[src/rtl/core/mnes_pkg.sv]
// Package for the MIDI note event serializer: control word, microcode ROM and constants.
package mnes_pkg;

    localparam int unsigned DUR_W    = 16;
    localparam int unsigned NOTE_W   = 7;
    localparam int unsigned SCALE_W  = 28;
    localparam int unsigned CHAN_W   = 4;
    localparam int unsigned FRAC_W   = 16;
    localparam int unsigned TICKS_W  = 28;
    localparam int unsigned PC_W     = 4;

    localparam logic [SCALE_W-1:0] TICK_SCALE_RESET = 28'd65536;
    localparam logic [7:0]         NOTE_ON_STATUS   = 8'h90;

    // Configuration register indexes
    localparam logic CFG_TICK_SCALE   = 1'b0;
    localparam logic CFG_MIDI_CHANNEL = 1'b1;

    // Byte sources
    localparam logic [2:0] SRC_ZERO   = 3'd0;
    localparam logic [2:0] SRC_STATUS = 3'd1;
    localparam logic [2:0] SRC_NOTE   = 3'd2;
    localparam logic [2:0] SRC_VEL    = 3'd3;
    localparam logic [2:0] SRC_G3     = 3'd4;
    localparam logic [2:0] SRC_G2     = 3'd5;
    localparam logic [2:0] SRC_G1     = 3'd6;
    localparam logic [2:0] SRC_G0     = 3'd7;

    // Jump kinds
    localparam logic [1:0] JMP_NEXT = 2'd0;
    localparam logic [1:0] JMP_VLQ  = 2'd1;
    localparam logic [1:0] JMP_HOME = 2'd2;

    // Program steps
    localparam logic [PC_W-1:0] STEP_IDLE    = 4'd0;
    localparam logic [PC_W-1:0] STEP_MUL     = 4'd1;
    localparam logic [PC_W-1:0] STEP_DELTA   = 4'd2;
    localparam logic [PC_W-1:0] STEP_ON_ST   = 4'd3;
    localparam logic [PC_W-1:0] STEP_ON_NOTE = 4'd4;
    localparam logic [PC_W-1:0] STEP_ON_VEL  = 4'd5;
    localparam logic [PC_W-1:0] STEP_G3      = 4'd6;
    localparam logic [PC_W-1:0] STEP_G2      = 4'd7;
    localparam logic [PC_W-1:0] STEP_G1      = 4'd8;
    localparam logic [PC_W-1:0] STEP_G0      = 4'd9;
    localparam logic [PC_W-1:0] STEP_OFF_ST  = 4'd10;
    localparam logic [PC_W-1:0] STEP_OFF_NOTE= 4'd11;
    localparam logic [PC_W-1:0] STEP_OFF_VEL = 4'd12;

    typedef struct packed {
        logic       wait_in;  // hold until an input word arrives
        logic       load_mul; // latch the scaled duration
        logic       emit;     // push one output byte
        logic [2:0] src;
        logic       cont;     // set bit 7 on a quantity byte
        logic       last;
        logic [1:0] jmp;
    } ctrl_word_t;

    function automatic ctrl_word_t ucode(input logic [PC_W-1:0] pc);
        ctrl_word_t w;
        w = '{wait_in: 1'b0, load_mul: 1'b0, emit: 1'b0, src: SRC_ZERO,
              cont: 1'b0, last: 1'b0, jmp: JMP_HOME};
        unique case (pc)
            STEP_IDLE:     begin w.wait_in = 1'b1; w.jmp = JMP_NEXT; end
            STEP_MUL:      begin w.load_mul = 1'b1; w.jmp = JMP_NEXT; end
            STEP_DELTA:    begin w.emit = 1'b1; w.src = SRC_ZERO;   w.jmp = JMP_NEXT; end
            STEP_ON_ST:    begin w.emit = 1'b1; w.src = SRC_STATUS; w.jmp = JMP_NEXT; end
            STEP_ON_NOTE:  begin w.emit = 1'b1; w.src = SRC_NOTE;   w.jmp = JMP_NEXT; end
            STEP_ON_VEL:   begin w.emit = 1'b1; w.src = SRC_VEL;    w.jmp = JMP_VLQ;  end
            STEP_G3:       begin w.emit = 1'b1; w.src = SRC_G3; w.cont = 1'b1; w.jmp = JMP_NEXT; end
            STEP_G2:       begin w.emit = 1'b1; w.src = SRC_G2; w.cont = 1'b1; w.jmp = JMP_NEXT; end
            STEP_G1:       begin w.emit = 1'b1; w.src = SRC_G1; w.cont = 1'b1; w.jmp = JMP_NEXT; end
            STEP_G0:       begin w.emit = 1'b1; w.src = SRC_G0;     w.jmp = JMP_NEXT; end
            STEP_OFF_ST:   begin w.emit = 1'b1; w.src = SRC_STATUS; w.jmp = JMP_NEXT; end
            STEP_OFF_NOTE: begin w.emit = 1'b1; w.src = SRC_NOTE;   w.jmp = JMP_NEXT; end
            STEP_OFF_VEL:  begin w.emit = 1'b1; w.src = SRC_ZERO; w.last = 1'b1;
                                 w.jmp = JMP_HOME; end
            default:       begin w.jmp = JMP_HOME; end
        endcase
        return w;
    endfunction

endpackage

[src/rtl/core/midi_note_event_serializer_core.sv]
// Top level of the MIDI note event serializer: microcoded byte sequencer.
//
// Usage:
//   Slave stream (s_axis_*) takes one note word per handshake: duration,
//   note number and velocity. Master stream (m_axis_*) gives the standard
//   MIDI file event pair for that note, one byte per word: zero delta,
//   Note On status/note/velocity, the scaled duration as a 1 to 4 byte
//   big-endian variable-length quantity, then Note On status/note/0.
//   tlast marks the final byte of each note.
//   Configuration (cfg_we/cfg_index/cfg_data) sets tick_scale (Q12.16) and
//   the MIDI channel; write it only while no note is in flight.
// Sequence:
//   A note is N = 8..11 bytes: one step to accept the word, one for the
//   16x28 duration multiply, then one microcode step per byte through the
//   single output register.
//   The first byte is loaded into the output register at the zero-delta step, which follows the multiply step.
// Reset:
//   rst_n clears the step counter and output valid; tick_scale returns to
//   1.0 and the channel to 0.
// Stall:
//   When m_axis_tready is low the byte holds in the output register and the
//   sequencer stops at the next emitting step until the slot drains.
module midi_note_event_serializer_core (
    input  logic        clk,
    input  logic        rst_n,
    // configuration write port
    input  logic        cfg_we,
    input  logic        cfg_index,
    input  logic [27:0] cfg_data,
    // input stream
    input  logic        s_axis_tvalid,
    output logic        s_axis_tready,
    input  logic [31:0] s_axis_tdata,   // [15:0] duration, [22:16] note_number,
                                        // [29:23] velocity, [31:30] zero
    // output stream
    output logic        m_axis_tvalid,
    input  logic        m_axis_tready,
    output logic [7:0]  m_axis_tdata,   // [7:0] out_byte
    output logic        m_axis_tlast    // last
);

    localparam int unsigned PC_W    = mnes_pkg::PC_W;
    localparam int unsigned TICKS_W = mnes_pkg::TICKS_W;
    localparam int unsigned PROD_W  = mnes_pkg::DUR_W + mnes_pkg::SCALE_W;

    // configuration registers
    logic [mnes_pkg::SCALE_W-1:0] tick_scale_reg;
    logic [mnes_pkg::CHAN_W-1:0]  midi_channel_reg;

    // sequencer and datapath
    logic [PC_W-1:0]              pc_reg, pc_next;
    logic [mnes_pkg::DUR_W-1:0]   dur_reg;
    logic [mnes_pkg::NOTE_W-1:0]  note_reg;
    logic [mnes_pkg::NOTE_W-1:0]  vel_reg;
    logic [TICKS_W-1:0]           ticks_reg;
    logic                         out_valid_reg, out_valid_next;
    logic [7:0]                   out_byte_reg;
    logic                         out_last_reg;

    mnes_pkg::ctrl_word_t         cw;
    logic                         slot_free;
    logic                         in_accept;
    logic                         advance;
    logic                         do_emit;
    logic [PROD_W-1:0]            prod;
    logic [7:0]                   status;
    logic [7:0]                   byte_sel;
    logic [PC_W-1:0]              vlq_target;

    assign cw        = mnes_pkg::ucode(pc_reg);
    assign slot_free = !out_valid_reg || m_axis_tready;

    assign s_axis_tready = cw.wait_in;
    assign in_accept     = s_axis_tvalid && cw.wait_in;

    assign do_emit = cw.emit && slot_free;

    // Stall at the input step until a word arrives, at an emit step until the slot drains.
    always_comb
    begin
        priority if (cw.wait_in)
            advance = s_axis_tvalid;
        else if (cw.emit)
            advance = slot_free;
        else
            advance = 1'b1;
    end

    // Full product >> 16 fits 28 bits, so it never exceeds 0x0FFFFFFF and
    // the saturation limit is met by construction.
    assign prod = {{mnes_pkg::SCALE_W{1'b0}}, dur_reg}
                * {{mnes_pkg::DUR_W{1'b0}}, tick_scale_reg};

    assign status = mnes_pkg::NOTE_ON_STATUS | {4'h0, midi_channel_reg};

    // Skip the leading zero groups of the quantity.
    always_comb
    begin
        priority if (ticks_reg[27:21] != 7'd0)
            vlq_target = mnes_pkg::STEP_G3;
        else if (ticks_reg[20:14] != 7'd0)
            vlq_target = mnes_pkg::STEP_G2;
        else if (ticks_reg[13:7] != 7'd0)
            vlq_target = mnes_pkg::STEP_G1;
        else
            vlq_target = mnes_pkg::STEP_G0;
    end

    always_comb
    begin
        unique case (cw.src)
            mnes_pkg::SRC_ZERO:   byte_sel = 8'h00;
            mnes_pkg::SRC_STATUS: byte_sel = status;
            mnes_pkg::SRC_NOTE:   byte_sel = {1'b0, note_reg};
            mnes_pkg::SRC_VEL:    byte_sel = {1'b0, vel_reg};
            mnes_pkg::SRC_G3:     byte_sel = {cw.cont, ticks_reg[27:21]};
            mnes_pkg::SRC_G2:     byte_sel = {cw.cont, ticks_reg[20:14]};
            mnes_pkg::SRC_G1:     byte_sel = {cw.cont, ticks_reg[13:7]};
            mnes_pkg::SRC_G0:     byte_sel = {cw.cont, ticks_reg[6:0]};
            default:              byte_sel = 8'h00;
        endcase
    end

    always_comb
    begin
        pc_next = pc_reg;
        if (advance)
        begin
            unique case (cw.jmp)
                mnes_pkg::JMP_NEXT: pc_next = pc_reg + 4'd1;
                mnes_pkg::JMP_VLQ:  pc_next = vlq_target;
                mnes_pkg::JMP_HOME: pc_next = mnes_pkg::STEP_IDLE;
                default:            pc_next = mnes_pkg::STEP_IDLE;
            endcase
        end
    end

    always_comb
    begin
        out_valid_next = out_valid_reg;
        if (do_emit)
            out_valid_next = 1'b1;
        else if (m_axis_tready)
            out_valid_next = 1'b0;
    end

    // control state
    always_ff @(posedge clk or negedge rst_n)
    begin
        if (!rst_n)
        begin
            pc_reg           <= mnes_pkg::STEP_IDLE;
            out_valid_reg    <= 1'b0;
            tick_scale_reg   <= mnes_pkg::TICK_SCALE_RESET;
            midi_channel_reg <= '0;
        end
        else
        begin
            pc_reg        <= pc_next;
            out_valid_reg <= out_valid_next;
            if (cfg_we)
            begin
                unique case (cfg_index)
                    mnes_pkg::CFG_TICK_SCALE:   tick_scale_reg   <= cfg_data;
                    mnes_pkg::CFG_MIDI_CHANNEL: midi_channel_reg <= cfg_data[3:0];
                    default:                    tick_scale_reg   <= tick_scale_reg;
                endcase
            end
        end
    end

    // payload
    always_ff @(posedge clk)
    begin
        if (in_accept)
        begin
            dur_reg  <= s_axis_tdata[15:0];
            note_reg <= s_axis_tdata[22:16];
            vel_reg  <= s_axis_tdata[29:23];
        end
        if (cw.load_mul)
            ticks_reg <= prod[PROD_W-1:mnes_pkg::FRAC_W];
        if (do_emit)
        begin
            out_byte_reg <= byte_sel;
            out_last_reg <= cw.last;
        end
    end

    assign m_axis_tvalid = out_valid_reg;
    assign m_axis_tdata  = out_byte_reg;
    assign m_axis_tlast  = out_last_reg;

    // An accepted note always goes to the multiply step next.
    a_accept_to_mul: assert property (@(posedge clk) disable iff (!rst_n)
        in_accept |=> pc_reg == mnes_pkg::STEP_MUL)
        else $error("accepted note did not start the multiply step");

    // The scaled duration holds while its bytes are being emitted.
    a_ticks_hold: assert property (@(posedge clk) disable iff (!rst_n)
        (pc_reg > mnes_pkg::STEP_MUL) |=> $stable(ticks_reg))
        else $error("ticks changed during byte emission");

    // The final quantity byte never carries the continuation bit.
    a_vlq_end: assert property (@(posedge clk) disable iff (!rst_n)
        (pc_reg == mnes_pkg::STEP_G0 && do_emit) |=> !m_axis_tdata[7])
        else $error("final quantity byte has continuation bit set");

    // A continuation byte is always followed by another quantity step.
    a_vlq_chain: assert property (@(posedge clk) disable iff (!rst_n)
        (do_emit && cw.cont) |=> (pc_reg == mnes_pkg::STEP_G2
                                  || pc_reg == mnes_pkg::STEP_G1
                                  || pc_reg == mnes_pkg::STEP_G0))
        else $error("continuation byte not followed by quantity byte");

    // The last byte of a note returns the program home.
    a_last_home: assert property (@(posedge clk) disable iff (!rst_n)
        (do_emit && cw.last) |=> pc_reg == mnes_pkg::STEP_IDLE)
        else $error("sequencer did not return home after last byte");

endmodule

[config.mk]
export PLATFORM = sky130hd
export DESIGN_NAME = midi_note_event_serializer_core
export DESIGN_NICKNAME = d
export VERILOG_FILES = /design/src/rtl/core/mnes_pkg.sv /design/src/rtl/core/midi_note_event_serializer_core.sv
export SDC_FILE = /design/constraint.sdc
export NUM_CORES = 1
export LEC_CHECK = 0
export BUFFER_PORTS_ARGS = -buffer_cell sky130_fd_sc_hd__buf_4
export CORE_AREA = 2 2 217 219
export CTS_BUF_LIST = sky130_fd_sc_hd__clkbuf_8 sky130_fd_sc_hd__clkbuf_16
export CTS_CLUSTER_DIAMETER = 80
export DETAILED_ROUTE_END_ITERATION = 8
export DIE_AREA = 0 0 219 221
export PLACE_DENSITY = 0.67
export SLEW_MARGIN = 20
export SYNTH_ARGS = -nofsm -noshare
export SYNTH_HDL_FRONTEND = slang
export SYNTH_SLANG_ARGS = --single-unit
[constraint.sdc]
create_clock -name clk -period 5.8 [get_ports clk]
set_input_delay 0.87 -clock clk [delete_from_list [all_inputs] [get_ports clk]]
set_output_delay 0.87 -clock clk [all_outputs]
set_load 0.02 [all_outputs]
# ---- Word level (Yosys, flattened, before mapping)
# Index checks and enable logic that the tools add are counted.
dict set report totals {
  input_bits 66
  ff_bits 104
  wordCells 66
}
dict set report op_classes {
  eq_ne 20
  n_reduce_logical 18
  multipliers 1
  muxes 15
  bitwise 1
  n_addsub 1
}
# cell count
set op_table {}
lappend op_table {{$pmux 8 s8} 1}
lappend op_table {{$mul 16x28->44} 1}
lappend op_table {{$pmux 4 s8} 1}
lappend op_table {{$reduce_bool 7->1} 3}
lappend op_table {{$eq 4x4->1 const B} 5}
lappend op_table {{$eq 4x3->1 const B} 4}
lappend op_table {{$eq 3x3->1 const B} 4}
lappend op_table {{$reduce_or 11->1} 1}
lappend op_table {{$mux 1} 9}
lappend op_table {{$eq 4x2->1 const B} 2}
lappend op_table {{$mux 4} 2}
lappend op_table {{$pmux 4 s2} 1}
lappend op_table {{$eq 3x2->1 const B} 2}
lappend op_table {{$reduce_or 2->1} 3}
lappend op_table {{$add 4x1->4 const B} 1}
lappend op_table {{$eq 4x1->1 const B} 1}
lappend op_table {{$logic_not 4->1} 1}
lappend op_table {{$pmux 2 s2} 1}
lappend op_table {{$reduce_and 2->1} 2}
lappend op_table {{$eq 3x1->1 const B} 1}
lappend op_table {{$logic_not 3->1} 1}
lappend op_table {{$reduce_or 3->1} 1}
lappend op_table {{$eq 2x1->1 const B} 1}
lappend op_table {{$logic_and 1x1->1} 2}
lappend op_table {{5 further kinds} 5}

# ---- Depth between registers and ports, before layout
dict set report logic_depth {
  word_depth 5
  ltp_mapped 25
}

# ---- Worst setup path before layout
# OpenSTA, ideal clock, no wires.
dict set report synth_path {
  path_kind {reg-to-reg}
  from {register dur_reg[7] in the netlist's numbering}
  to {register ticks_reg[25] (data pin)}
  required_time_ps 5539
  period_less_slack_ps 6054
  path_stages_with_launch 24
  path_buffers 2
  setup_slack_ps -254
  t_arrival_ps 5794
  path_cell_list {edfxtp_1 -> clkbuf_1 -> buf_1 -> nand2_1 -> fa_1 -> inv_1 -> fa_1 -> inv_1 -> fa_1 -> inv_1 -> fa_1 -> fa_1 -> inv_1 -> fa_1 -> inv_1 -> ha_1 -> nand4_2 -> nor3_2 -> nand2_1 -> nand3_1 -> nand2_2 -> o31a_1 -> o21a_1 -> o311a_1}
}
dict set report synth_via {
  elab_chain_len 1
}
# element line_no
set synth_lines {}
lappend synth_lines {{start, declared} midi_note_event_serializer_core.sv:52} ;# logic [mnes_pkg::DUR_W-1:0] dur_reg;
lappend synth_lines {{start signal, assigned} midi_note_event_serializer_core.sv:177} ;# dur_reg <= s_axis_tdata[15:0];
lappend synth_lines {{$mul 16x28->44} midi_note_event_serializer_core.sv:92} ;# * {{mnes_pkg::DUR_W{1'b0}}, tick_scale_reg};
lappend synth_lines {{named net prod[41]} midi_note_event_serializer_core.sv:65} ;# logic [PROD_W-1:0] prod;
lappend synth_lines {{end signal, assigned} midi_note_event_serializer_core.sv:182} ;# ticks_reg <= prod[PROD_W-1:mnes_pkg::FRAC_W];
lappend synth_lines {{end, declared} midi_note_event_serializer_core.sv:55} ;# logic [TICKS_W-1:0] ticks_reg;
# The timed path passes the listed nets, and every way through them passes these cells.
# A chain may end at the register's enable or synchronous reset.

# ---- Worst setup path after layout
dict set report layout_path {
  from {register dur_reg[1] in the netlist's numbering}
  to {register ticks_reg[22] (data pin)}
}
# Same word-level chain as after synthesis.

==> flow_summary.toml <==
[detailed_routing]
drt-total-wl_mm = 45.5
num_vias = 13700
dr.pass1.iters = 7
drt_drc_violations_left = 0
wl_per_cell_um = 16.7
drtIter0Drc = 737
via_per_inst = 5.02
ant_nets = 0

[clock_tree]
clockBufferDepth = 2
clock-root-buffer = "clkbuf_16"
clk_latency_ps = 390
postCtsHoldBufs = 0
cts_tree = "done"
path_clk_slew_ps = 80
cts_sinks = 104
numCtsBuffers = 9
htreeDepth = 3

[timing]
rsz0062_at_grt = "yes"
max_clock_freq_mhz = 168
worst_slack_ps = -139
timing.final.hold_violations = 0
setup_viol = 10
period_share_pct = 102
worst_pin_slew_ps = 1170
drv_slew = 0
final.min_clock_period_ps = 5940
skew_ps = 12.9
slew_headroom_pct = 21.3
timing.setup.tns_ps = -690

[global_routing]
grt.met2_usage_pct = 36.1
use_met1_pct = 24.9
grt_pass1_wl_mm = 76.5
grtUsageMet3_pct = 2.01
grt-ovfl-total = 0
antenna_found_initial = 0
grt_busiest_layer = "met2"
grt_pass1_vias = 15100
grt_use_total_pct = 20.0
grt_max_degree = 38

[final_layout]
fin_area_um2 = 22000
drive_gt1_share_pct = 21.2
final_cells = 2730
nNetsFinal = 2662
num_antenna_cells = 0
syn_to_final_growth_pct = 20.5

[critical_path]
r2r_end = "ticks_reg[22]"
cp-start-kind = "register"
crit_top_cell = "fa_1"
rr_startpoint = "dur_reg[1]"
crit_fanout = 20
crit_chain = "buf_12, and2_1, fa_1, inv_1, fa_2, fa_1, fa_1, fa_1, fa_1, inv_1, ha_1, a21o_1, a21oi_2, or3b_4, o21ai_4, o41ai_4, a221oi_2, xnor2_1"
max_stage_delay_ps = 580
required_ps = 5930
crit_path_end_kind = "register"
r2r_setup_slack_ps = -140
crit_type = "register to register"
arrival_ps = 6070
r2r_cells = 18
cpMaxStageDelayCell = "fa_1"

[placement]
place_inst = 2685
place_hpwl_mm = 37.3
gp_congestion = 0.868
post-place-ws_ps = -348
port_buffers = 74
placed_cell_area_um2 = 20900

[die]
die_w_um = 219
dieHeight_um = 221
num_rows = 79
coreArea_um2 = 46100
io-pin-count = 77
die-area_um2 = 48400
start_util_pct = 39.7

[synth]
synth_ff_type = "edfxtp_1"
syn_avg_cell_area_um2 = 9.51
synth_area_um2 = 18300
synth_compound_area_share_pct = 6.29
yosysSeqAreaShare_pct = 16.1
synth_simple_gate_area_share_pct = 16.4
ys_warn_count = 0
synth_top_area_share_pct = 39.5
synth_top_cells_by_area = "fa_1 39%, edfxtp_1 11%, inv_1 8.2%, ha_1 8.0%, and2_1 6.5%"
synth_cell_type_count = 68
synth_edf_count = 67
synth-seq-cells = 104
synthCells = 1924
syn-num-nets = 2468
synth_top_family_by_area = "adder cells"
synth-xor-area-share_pct = 1.39
async_reset_ff_share_pct = 35.6
yosysTopAreaCell = "fa_1"
synthAdderAreaFrac_pct = 47.5
synthMuxAreaShare_pct = 2.02

[run_status]
status = "complete, but fails checks"
violations = "negative setup slack"

[worst_hold_path]
hp-class = "input pin to asynchronous set/reset pin"

[job]
cap_violations = 0
cell type report:
| cell class | count | area (um^2) |
|---|---|---|
| Timing Repair Buffer | 282 | 2480 |
| Multi-Input combinational cell | 1321 | 14000 |
| Tap cell | 607 | 759 |
| Inverter | 400 | 1500 |
| Sequential cell | 104 | 2950 |
| Clock buffer | 9 | 225 |
| Clock inverter | 7 | 91.3 |
| Fill cell | 4281 | 24000 |
synthesized netlist by cell type, types with 10 or more instances:
cell type    n
edfxtp_1    67
nor2_1      37
nor3_1      10
a22oi_1     11
mux2_2      32
inv_1      400
xor2_1      10
ha_1       117
nand3_1     14
a21oi_1     50
dfrtp_1     36
clkbuf_1    83
nand2_1    301
xnor2_1     19
and2_1     190
a21o_1      18
o21ai_0     24
fa_1       361
nand4_1     16
cell usage in the layout (no fill, tap or decap), types with 20 or more instances in the layout:
cell	count
mux2_2	32
inv_1	391
a21oi_1	27
nor2_1	36
dfrtp_1	24
and2_1	185
edfxtp_1	67
a21oi_2	20
buf_4	247
nand2_1	300
fa_1	354
ha_1	100
buf_12	23
kinds of logic (layout without fill, tap and decap cells):
group / Yosys count / in the layout
AO/OA/AOI/OAI: 169 / 169
XOR/XNOR: 29 / 29
adder cells (fa/ha/maj): 478 / 478
buffers and inverters: 499 / 698
flip-flops: 104 / 104
multiplexers: 33 / 33
AND/OR/NAND/NOR: 612 / 612
critical path, delay by kind of cell, from the launching register on:
family,cells,cell delay [ps]
XOR/XNOR,1,120
buffers and inverters,3,290
flip-flops,1,420
AO/OA/AOI/OAI,5,930
AND/OR/NAND/NOR,2,560
adder cells (fa/ha/maj),7,3360
layer usage:
metal | routed length [um] | share of wire, %
met4 | 1440 | 3.2
met1 | 18100 | 40
met3 | 2120 | 4.7
met5 | 0 | 0
met2 | 23800 | 52
worst max path at each step:
stage	startpoint	endpoint	slack, ps	cells past startpoint
floorplan	dur_reg[9]	ticks_reg[25]	-10	22
global placement	tick_scale_reg[6]	ticks_reg[25]	-300	20
detailed placement	tick_scale_reg[6]	ticks_reg[24]	-350	21
CTS	dur_reg[12]	ticks_reg[22]	-140	20
global route	dur_reg[4]	ticks_reg[25]	-320	21
finish	dur_reg[1]	ticks_reg[22]	-140	18
stage by stage:
step           hold slack (ps)  util, %
2_1_floorplan              480        -
3_3_place_gp               501     45.4
3_5_place_dp               508     45.4
4_1_cts                    497     47.3
5_1_grt                    510     47.9
6_report                   475     47.9
what timing repair did:
item	4_1_cts	5_1_grt
endpoints found under the setup margin	20	24
buffers inserted	24	3
gates cloned	1	0
gates resized for setup	80	47
pin swaps	47	18
Power is left out: the tool's default activity adds up to more than one toggle a clock period on the data nets, which glitch-free logic cannot reach.
